`config.mk`:
```
export PLATFORM = sky130hd
export DESIGN_NAME = lightcap_report_decoder_core
export DESIGN_NICKNAME = d
export VERILOG_FILES = /design/src/hdl/lrd_pkg.sv /design/src/hdl/lrd_widen.sv /design/src/hdl/lightcap_report_decoder_core.sv
export SDC_FILE = /design/constraint.sdc
export NUM_CORES = 1
export LEC_CHECK = 0
export BUFFER_PORTS_ARGS = -buffer_cell sky130_fd_sc_hd__buf_2
export CORE_MARGIN = 4
export CORE_UTILIZATION = 35
export CTS_CLUSTER_SIZE = 10
export DETAILED_ROUTE_END_ITERATION = 8
export HOLD_SLACK_MARGIN = 0.08
export SYNTH_ARGS = -nofsm -noshare
export SYNTH_HDL_FRONTEND = slang
export SYNTH_HIERARCHICAL = 1
export SYNTH_SLANG_ARGS = --single-unit
```
`constraint.sdc`:
```
create_clock -name clk -period 4.6 [get_ports clk]
set_clock_uncertainty 0.05 [all_clocks]
set_input_delay 0.92 -clock clk [delete_from_list [all_inputs] [get_ports clk]]
set_output_delay 0.92 -clock clk [all_outputs]
set_load 0.01 [all_outputs]
```
`src/hdl/lrd_pkg.sv`:
```
// Types and constants of the light-sensor report decoder.
package lrd_pkg;

  // Report id that carries timecodes
  localparam logic [7:0]  DECODED_ID = 8'd40;
  // Channel-byte bits that stop the report
  localparam logic [7:0]  STOP_BITS  = 8'h0A;
  // Half of the 24-bit time range
  localparam logic [23:0] HALF_RANGE = 24'h800000;

  // Record kinds
  localparam logic KIND_SYNC  = 1'b0;
  localparam logic KIND_SWEEP = 1'b1;

  // One input beat
  typedef struct packed {
    logic [7:0]  data_byte;
    logic        start_of_report;
    logic [31:0] inertial_time;
  } rpt_t;

  // One result beat
  typedef struct packed {
    logic        record_kind;
    logic [31:0] timestamp;
    logic [3:0]  channel;
    logic        ootx_bit;
    logic        g_bit;
    logic [4:0]  sensor_index;
    logic        half_clock;
  } rec_t;

endpackage

```
`src/hdl/lrd_widen.sv`:
```
// Widens a 24-bit time to 32 bits against a reference time.
module lrd_widen (
  input  logic [23:0] t,
  input  logic [31:0] ref_time,
  output logic [31:0] widened
);
  import lrd_pkg::*;

  logic [7:0]  up;
  logic [23:0] lo;
  logic [23:0] lo_minus_t;
  logic [23:0] t_minus_lo;
  logic [7:0]  up_next;

  assign up         = ref_time[31:24];
  assign lo         = ref_time[23:0];
  assign lo_minus_t = lo - t;
  assign t_minus_lo = t - lo;

  // Half-range wrap: step the upper byte forward or back
  always_comb begin
    up_next = up;
    if (lo > t && lo_minus_t > HALF_RANGE) begin
      up_next = up + 8'd1;
    end else if (lo < t && t_minus_lo > HALF_RANGE && up != 8'd0) begin
      up_next = up - 8'd1;
    end
  end

  assign widened = {up_next, t};

endmodule

```
`src/hdl/lightcap_report_decoder_core.sv`:
```
// Top level of the light-sensor report decoder.
//
//  channel | direction | payload | handshake
//  rpt     | in        | rpt_t   | rpt_valid / rpt_ready
//  rec     | out       | rec_t   | rec_valid / rec_ready
//
// One byte is taken per cycle while the result register is not stalled; a
// completed timecode word shows on rec in the cycle after the beat that completes it.
// Throughput is set by the single result register: rpt_ready is high when
// that register is empty or is being drained in the same cycle.
// rst (synchronous) returns the parser to expecting a report id, clears the
// channel nibble and empties the result register.
module lightcap_report_decoder_core (
  input  logic          clk,
  input  logic          rst,
  input  logic          rpt_valid,
  output logic          rpt_ready,
  input  lrd_pkg::rpt_t rpt,
  output logic          rec_valid,
  input  logic          rec_ready,
  output lrd_pkg::rec_t rec
);
  import lrd_pkg::*;

  typedef enum logic [1:0] {
    PH_ID,
    PH_LEN,
    PH_PAYLOAD,
    PH_IDLE
  } phase_t;

  phase_t      phase, phase_next;
  logic [7:0]  payload_length, payload_length_next;
  logic [7:0]  element_offset, element_offset_next;
  logic [3:0]  current_channel, current_channel_next;
  logic        channel_known, channel_known_next;
  logic        report_stopped, report_stopped_next;
  logic [23:0] word_bytes, word_bytes_next;
  logic [1:0]  word_count, word_count_next;

  logic        take;
  logic        emit;
  logic [31:0] word;
  logic [23:0] time_raw;
  logic [31:0] time_wide;
  rec_t        rec_next;

  assign rpt_ready = !rec_valid || rec_ready;
  assign take      = rpt_valid && rpt_ready;
  assign word      = {rpt.data_byte, word_bytes};

  // Time field position depends on the record kind
  assign time_raw = word[1] ? word[26:3] : word[25:2];

  lrd_widen u_widen (
    .t        (time_raw),
    .ref_time (rpt.inertial_time),
    .widened  (time_wide)
  );

  // Parser next state
  always_comb begin
    phase_next           = phase;
    payload_length_next  = payload_length;
    element_offset_next  = element_offset;
    current_channel_next = current_channel;
    channel_known_next   = channel_known;
    report_stopped_next  = report_stopped;
    word_bytes_next      = word_bytes;
    word_count_next      = word_count;
    emit                 = 1'b0;
    if (rpt.start_of_report || phase == PH_ID) begin
      payload_length_next = 8'd0;
      element_offset_next = 8'd0;
      channel_known_next  = 1'b0;
      report_stopped_next = 1'b0;
      word_bytes_next     = 24'd0;
      word_count_next     = 2'd0;
      phase_next          = (rpt.data_byte == DECODED_ID) ? PH_LEN : PH_IDLE;
    end else begin
      case (phase)
        PH_LEN: begin
          payload_length_next = rpt.data_byte;
          element_offset_next = 8'd0;
          phase_next          = (rpt.data_byte == 8'd0) ? PH_IDLE : PH_PAYLOAD;
        end
        PH_PAYLOAD: begin
          element_offset_next = element_offset + 8'd1;
          if (!report_stopped) begin
            case (word_count)
              2'd0: begin
                if (rpt.data_byte[0]) begin
                  if ((rpt.data_byte & STOP_BITS) != 8'd0) begin
                    report_stopped_next = 1'b1;
                  end else begin
                    current_channel_next = rpt.data_byte[7:4];
                    channel_known_next   = 1'b1;
                  end
                end else begin
                  word_bytes_next = {16'd0, rpt.data_byte};
                  word_count_next = 2'd1;
                end
              end
              2'd1: begin
                word_bytes_next = {word_bytes[23:16], rpt.data_byte, word_bytes[7:0]};
                word_count_next = 2'd2;
              end
              2'd2: begin
                word_bytes_next = {rpt.data_byte, word_bytes[15:0]};
                word_count_next = 2'd3;
              end
              default: begin
                word_bytes_next = 24'd0;
                word_count_next = 2'd0;
                emit            = channel_known;
              end
            endcase
          end
          // Payload end drops any partial word
          if (element_offset_next >= payload_length) begin
            word_bytes_next = 24'd0;
            word_count_next = 2'd0;
            phase_next      = PH_IDLE;
          end
        end
        default: begin
        end
      endcase
    end
  end

  // Result fields
  always_comb begin
    rec_next.timestamp = time_wide;
    rec_next.channel   = current_channel;
    if (word[1]) begin
      rec_next.record_kind  = KIND_SWEEP;
      rec_next.ootx_bit     = 1'b0;
      rec_next.g_bit        = 1'b0;
      rec_next.sensor_index = word[31:27];
      rec_next.half_clock   = word[2];
    end else begin
      rec_next.record_kind  = KIND_SYNC;
      rec_next.ootx_bit     = word[26];
      rec_next.g_bit        = word[27];
      rec_next.sensor_index = 5'd0;
      rec_next.half_clock   = 1'b0;
    end
  end

  // Parser state and result register
  always_ff @(posedge clk) begin
    if (rst) begin
      phase           <= PH_ID;
      payload_length  <= 8'd0;
      element_offset  <= 8'd0;
      current_channel <= 4'd0;
      channel_known   <= 1'b0;
      report_stopped  <= 1'b0;
      word_bytes      <= 24'd0;
      word_count      <= 2'd0;
      rec_valid       <= 1'b0;
    end else begin
      if (take) begin
        phase           <= phase_next;
        payload_length  <= payload_length_next;
        element_offset  <= element_offset_next;
        current_channel <= current_channel_next;
        channel_known   <= channel_known_next;
        report_stopped  <= report_stopped_next;
        word_bytes      <= word_bytes_next;
        word_count      <= word_count_next;
      end
      // Load on an emitting beat, clear once drained
      if (take && emit) begin
        rec_valid <= 1'b1;
      end else if (rec_ready) begin
        rec_valid <= 1'b0;
      end
    end
  end

  // Result payload, no reset needed
  always_ff @(posedge clk) begin
    if (take && emit) begin
      rec <= rec_next;
    end
  end

endmodule

```
==> results.sh, run 1 <==
export IMPL_crit_type="in2reg"
export IMPL_r2r_cells=16
export IMPL_fin_util_pct=41.0
export IMPL_grt_overflow_total=0
export IMPL_busiest_layer="met2"
export IMPL_intPower_w=0.00150
export IMPL_yosys_warnings=6
export IMPL_leakagePower_nw=3.61
export IMPL_finalInstanceArea_um2=8650
export IMPL_ir_drop_mv=0.183
export IMPL_hp_start="current_channel[1]$_SDFFE_PP0P_"
export IMPL_die_area_um2=23900
export IMPL_clk_latency_ps=350
export IMPL_final_min_clock_period_ps=4470
export IMPL_antenna_cells=0
export IMPL_dp_cells=1234
export IMPL_synth_seq_area_share_pct=31.3
export IMPL_hpwl_um=17300
export IMPL_core_um2=21100
export IMPL_ant_nets=0
export IMPL_grt_util_met1_pct=26.4
export IMPL_maxCapViolCount=0
export IMPL_cts_made_buffers=9
export IMPL_syn_num_nets=993
export IMPL_swShare_pct=27.2
export IMPL_hold_viol=0
export IMPL_synth_edf_count=45
export IMPL_synthArstFlopShare_pct=0
export IMPL_hold_ws_ps=385
export IMPL_htreeDepth=3
export IMPL_synth_most_common_cell="inv_1"
export IMPL_cts_root_buf="clkbuf_16"
export IMPL_drtIter0Drc=480
export IMPL_synth_top_cell_by_area="edfxtp_1"
export IMPL_netlist_top_cells_count="inv_1 (92), ha_1 (63), nor2_1 (62)"
export IMPL_fmax_mhz=224
export IMPL_syn_area_per_cell_um2=8.50
export IMPL_critPathTopFamily="simple AND/OR/NAND/NOR gates"
export IMPL_clkPwrFrac_pct=40.0
export IMPL_hold_path_class="reg2reg"
export IMPL_ios=92
export IMPL_grt_pass1_wl_um=34900
export IMPL_crit_buf_inv=4
export IMPL_path_clk_slew_ps=70
export IMPL_critPathArrivalTime_ps=4520
export IMPL_drt_vias_per_instance=5.43
export IMPL_die_width_um=155
export IMPL_cp_end_kind="flip-flop"
export IMPL_grt_pass1_vias=6413
export IMPL_timing_rr_end="rec[40]$_DFFE_PP_"
export IMPL_clk_path_buf_depth=2
export IMPL_grtUsageMet3_pct=3.39
export IMPL_port_buffers=91
export IMPL_vias=6787
export IMPL_grt_max_degree=46
export IMPL_drt_pass1_iterations=7
export IMPL_wl_per_cell_um=17.5
export IMPL_placed_area_um2=8310
export IMPL_outcome="completed"
export IMPL_power_w=0.00206
export IMPL_seqPwrFrac_pct=43.0
export IMPL_fp_row_count=53
export IMPL_chipHeight_um=155
export IMPL_antenna_found_initial=0
export IMPL_min_to="rec[9]$_DFFE_PP_"
export IMPL_worstPathRequired_ps=4660
export IMPL_clkSinkCount=95
export IMPL_synthTopCellsByArea="edfxtp_1 (18%), dfxtp_1 (13%), ha_1 (10%), inv_1 (4.6%), a21oi_1 (3.9%)"
export IMPL_setup_viol=0
export IMPL_power_frac_comb_pct=17.0
export IMPL_rsz0062_at_grt="no"
export IMPL_ys_flop_type="dfxtp_1"
export IMPL_areaGrowthSynthToFinish_pct=15.1
export IMPL_cts_resized_gates=0
export IMPL_r2r_setup_slack_ps=170
export IMPL_cts_tree="yes"
export IMPL_wl_um=21900
export IMPL_slew_headroom_pct=25.0
export IMPL_fin_cells=1250
export IMPL_syn_inst=884
export IMPL_synth_seq_cells=95
export IMPL_slowest_stage="or4_1"
export IMPL_cp_max_fo=3
export IMPL_ys_types=78
export IMPL_nets=1079
export IMPL_worst_slew_pin_slew_ps=1120
export IMPL_cts_hold_buf=0
export IMPL_crit_chain="buf_2 -> inv_1 -> ha_1 -> inv_1 -> fa_1 -> a21o_1 -> a221oi_2 -> o21ai_0 -> xor2_1 -> or4_1 -> or4_1 -> nor4_2 -> buf_4 -> or3_1 -> nor2_1 -> a31oi_1 -> xnor2_1"
export IMPL_power_density_nw_per_um2=238
export IMPL_startpoint_type="input port"
export IMPL_period_share_pct=97.1
export IMPL_met2_usage_pct=27.1
export IMPL_synth_top_cell_area_share_pct=18.0
export IMPL_drcViolationCount=0
export IMPL_max_stage_delay_ps=550
export IMPL_switchingPower_w=0.000561
export IMPL_gp_congestion=0.959
export IMPL_netlist_area_um2=7520
export IMPL_drive_gt1_share_pct=19.0
export IMPL_holdPathStages=0
export IMPL_cts_setup_buffers=0
export IMPL_start_util_pct=35.6
export IMPL_grt_use_total_pct=18.1
export IMPL_reg2reg_from="word_bytes[1]$_SDFFE_PP0P_"
export IMPL_slew_viol_final=0
per-stage QoR:
stage,setup TNS (ps),worst slack (ps)
3_5_place_dp,-758,-165
5_1_grt,0,6.49
6_report,0,132
4_1_cts,0,69.3
2_1_floorplan,0,205
3_3_place_gp,-181,-64.2
worst max path at each step:
| stage | from | endpoint | slack [ps] | depth (start not counted) |
|---|---|---|---|---|
| final | rpt[0] | rec[40]$_DFFE_PP_ | 130 | 17 |
| after detailed placement | rpt[0] | rec[40]$_DFFE_PP_ | -160 | 17 |
| after floorplan | word_bytes[1]$_SDFFE_PP0P_ | rec[42]$_DFFE_PP_ | 210 | 17 |
| after global routing | rpt[0] | rec[40]$_DFFE_PP_ | 6 | 17 |
| after global placement | rpt[0] | rec[42]$_DFFE_PP_ | -60 | 17 |
| after CTS | word_bytes[1]$_SDFFE_PP0P_ | rec[40]$_DFFE_PP_ | 70 | 16 |
layer usage:
metal	wire, um	up-vias
met5	0	-
met4	510	0
met3	1540	33
met2	9350	247
met1	10500	3168
li1	-	3339
kinds of logic (layout without fill, tap and decap cells):
group,after synthesis,count (layout),share of synthesized area (%)
compound gates,250,250,22.3
xor+xnor,35,35,4.08
fa+ha+maj,64,64,10.8
buf+inv,152,243,9.27
flops,95,95,31.3
mux,25,25,3.58
simple gates,263,263,18.7
sequential cells by signal (all words and copies together), names as in the netlist:
register / count
report_stopped: 1
word_bytes: 23
current_channel: 4
payload_length: 8
phase: 2
element_offset: 8
rec: 45
word_count: 2
rec_valid: 1
channel_known: 1
placed cells by master, fill, tap and decap left out, types with 14 or more instances in the layout:
cell / instances
inv_1: 91
buf_2: 91
nor2_1: 62
ha_1: 61
a21oi_1: 58
nand2_1: 55
o21ai_0: 49
dfxtp_1: 49
edfxtp_1: 45
buf_4: 43
nor3_1: 21
xnor2_1: 19
nand4_1: 18
nand3_1: 16
xor2_1: 16
nand2b_1: 14
or3_1: 14
mux2_2: 14
a21o_1: 14
layout make-up:
type / count / area, um^2
Fill cell: 2179 / 12400
Multi-Input combinational cell: 637 / 4480
Sequential cell: 95 / 2360
Timing Repair Buffer: 135 / 798
Inverter: 92 / 345
Tap cell: 275 / 344
Clock buffer: 9 / 225
Clock inverter: 7 / 104
power by group through the flow:
stage                     combinational, W  clock, W  sequential [W]
final                             0.000349  0.000824        0.000887
after CTS                         0.000343  0.000848        0.000887
after global placement            0.000340         0        0.000906
after global routing              0.000381  0.000878        0.000887
after detailed placement          0.000341         0        0.000906
after floorplan                   0.000222         0        0.000905
(Power assumes the default switching activity.)
==> run 2, diff against run 1 <==
- ABC_AREA: not set -> 1
==> run 2 against run 1 <==
Combinational power rose to 2.7 times the previous value. Critical path depth rose by 1. Die area grew 14%. Global-route usage up 0.34 points. Flip-flop and latch count is the same. Synthesized cell count grew 54%. Wire length increased by 12%. Synthesized area increased by 14%. Clock power decreased by 6.4%. Highest routed layer unchanged.
==> results.sh, run 2 <==
export IMPL_layout_commonest_cell="nand2_1"
export IMPL_period_share_pct=88.3
export IMPL_grt_max_degree=46
export IMPL_synth_compound_area_share_pct=8.40
export IMPL_wl_um=24600
export IMPL_most_common_layout_cells="nand2_1 (441), inv_1 (222), nor2_1 (133)"
export IMPL_startpoint_type="flip-flop"
export IMPL_antenna_found_initial=0
export IMPL_worst_slew_pin_slew_ps=1060
export IMPL_areaGrowthSynthToFinish_pct=10.3
export IMPL_cts_setup_buffers=0
export IMPL_synthXorXnorAreaFrac_pct=2.24
export IMPL_synth_seq_cells=95
export IMPL_hold_ws_ps=386
export IMPL_chipHeight_um=165
export IMPL_max_stage_delay_ps=500
export IMPL_yosys_warnings=6
export IMPL_fmax_mhz=246
export IMPL_core_um2=24200
export IMPL_outcome="completed"
export IMPL_drt_pass1_iterations=5
export IMPL_maxCapViolCount=0
export IMPL_worstPathRequired_ps=4670
export IMPL_ys_flop_type="dfxtp_1"
export IMPL_fp_row_count=57
export IMPL_path_common_cell="nand2_1"
export IMPL_slew_viol_final=0
export IMPL_cts_hold_buf=0
export IMPL_grt_overflow_total=0
export IMPL_cts_made_buffers=9
export IMPL_fin_cells=1750
export IMPL_largest_register_ffs=45
export IMPL_drtIter0Drc=381
export IMPL_synth_seq_area_share_pct=27.4
export IMPL_grt_pass1_vias=8093
export IMPL_drive_gt1_share_pct=13.0
export IMPL_crit_chain="inv_1 -> o21ai_0 -> inv_1 -> ha_1 -> a21oi_1 -> nor2_1 -> nor2_1 -> nor3_1 -> nor2_1 -> nand3_1 -> nand2_1 -> nand2_1 -> nor2_1 -> nand3_1 -> nand2_1 -> inv_1 -> nand2_1 -> nand2_1"
export IMPL_antenna_cells=0
export IMPL_place_ws_ps=281
export IMPL_port_buffers=91
export IMPL_crit_type="reg2reg"
export IMPL_cts_root_buf="clkbuf_16"
export IMPL_drt_vias_per_instance=4.72
export IMPL_fin_ws_ps=536
export IMPL_clkSinkCount=95
export IMPL_setup_viol=0
export IMPL_slew_headroom_pct=28.9
export IMPL_start_util_pct=35.5
export IMPL_rsz0062_at_grt="no"
export IMPL_syn_area_per_cell_um2=6.31
export IMPL_htreeDepth=3
export IMPL_tns_ps=0
export IMPL_n_fill_cell=2725
export IMPL_cts_resized_gates=0
export IMPL_ir_drop_mv=0.187
export IMPL_ios=92
export IMPL_synth_top_cell_area_share_pct=19.3
export IMPL_netlist_top_cells_count="nand2_1 (441), inv_1 (223), nor2_1 (133)"
export IMPL_hpwl_um=20600
export IMPL_dp_cells=1734
export IMPL_cts_tree="yes"
export IMPL_ant_nets=0
export IMPL_critPathArrivalTime_ps=4130
export IMPL_die_area_um2=27100
export IMPL_gp_congestion=0.943
export IMPL_wl_per_cell_um=14.1
export IMPL_ys_types=44
export IMPL_cp_end_kind="flip-flop"
export IMPL_syn_inst=1363
export IMPL_syn_num_nets=1472
export IMPL_slowest_stage="o21ai_0"
export IMPL_synthMuxAreaShare_pct=0
export IMPL_synthArstFlopShare_pct=0
export IMPL_reg_top3="rec (45), word_bytes (23)"
export IMPL_path_clk_slew_ps=70
export IMPL_grt_use_total_pct=18.4
export IMPL_synthTopCellsByArea="nand2_1 (19%), edfxtp_1 (16%), dfxtp_1 (12%), inv_1 (9.7%), ha_1 (9.2%)"
export IMPL_synth_fa_ha_area_share_pct=9.40
export IMPL_synth_simple_area_share_pct=38.7
export IMPL_netlist_area_um2=8600
export IMPL_drcViolationCount=0
export IMPL_cp_max_fo=20
export IMPL_synth_edf_count=45
export IMPL_regMostFlops="rec"
export IMPL_hold_viol=0
export IMPL_leakagePower_nw=4.76
export IMPL_synth_top_family_by_area="simple AND/OR/NAND/NOR gates"
export IMPL_clk_latency_ps=360
export IMPL_clk_path_buf_depth=2
export IMPL_final_min_clock_period_ps=4060
export IMPL_grt_pass1_wl_um=39700
export IMPL_nets=1530
export IMPL_hold_path_class="reg2reg"
export IMPL_vias=8255
export IMPL_die_width_um=165
export IMPL_power_density_nw_per_um2=279
export IMPL_synth_most_common_cell="nand2_1"
export IMPL_synth_top_cell_by_area="nand2_1"
export IMPL_fin_util_pct=39.1
[run 2: cell types whose count changed after synthesis, moves of 15 or more]
cell	change
nor2_2	+16
nand2_2	+18
nand3_1	+72
nor2_1	+71
inv_2	+16
inv_1	+131
nand2_1	+386
a21oi_1	+15
[run 2: layout make-up]
cell class,instances,area (um^2),area share [%]
Tap cell,324,405,4.27
Clock inverter,5,51.3,0.541
Timing Repair Buffer,93,470,4.96
Clock buffer,11,254,2.68
Inverter,240,901,9.50
Sequential cell,95,2350,24.8
Multi-Input combinational cell,982,5050,53.2
[run 2: power breakdown]
part           total (W)  leakage [nW]  internal (W)  switching [W]
sequential      0.000932         0.812      0.000916      0.0000159
clock           0.000771         0.150      0.000411       0.000360
combinational   0.000945          3.80      0.000293       0.000652
total            0.00265          4.76       0.00162        0.00103
[run 2: worst paths after layout]
path                                   startpoint           endpoint  slack, ps  cells past startpoint
hold / removal    current_channel[2]$_SDFFE_PP0P_  rec[10]$_DFFE_PP_        390                      0
setup reg to reg       word_bytes[1]$_SDFFE_PP0P_  rec[43]$_DFFE_PP_        540                     18
setup / recovery       word_bytes[1]$_SDFFE_PP0P_  rec[43]$_DFFE_PP_        540                     18
hold reg to reg   current_channel[2]$_SDFFE_PP0P_  rec[10]$_DFFE_PP_        390                      0
[run 2: per-stage QoR]
step,total power [W],area [um^2]
6_report,0.00265,9480
5_1_grt,0.00284,9480
4_1_cts,0.00266,9480
3_5_place_dp,0.00189,9180
3_3_place_gp,0.00189,9180
2_1_floorplan,0.00168,8600
[run 2: cell families (layout without fill, tap and decap cells)]
kind of cell    after synthesis  after routing
xor+xnor                     22             22
compound gates              134            134
buf+inv                     286            349
flops                        95             95
simple gates                762            762
fa+ha+maj                    64             64
[run 2: metal layers]
metal / share of wire [%] / global-route usage, % / vias to the layer above
li1: - / - / 4341
met1: 42 / 21.6 / 3720
met2: 51 / 34.1 / 155
met3: 3.4 / 2.55 / 39
met4: 2.8 / 6.54 / 0
met5: 0 / 0 / -
[run 2: critical path: cells and delay by family (launching register included)]
family,cells,cell delay [ps]
simple gates,12,1500
compound gates,2,760
buf+inv,3,580
flops,1,490
fa+ha+maj,1,440
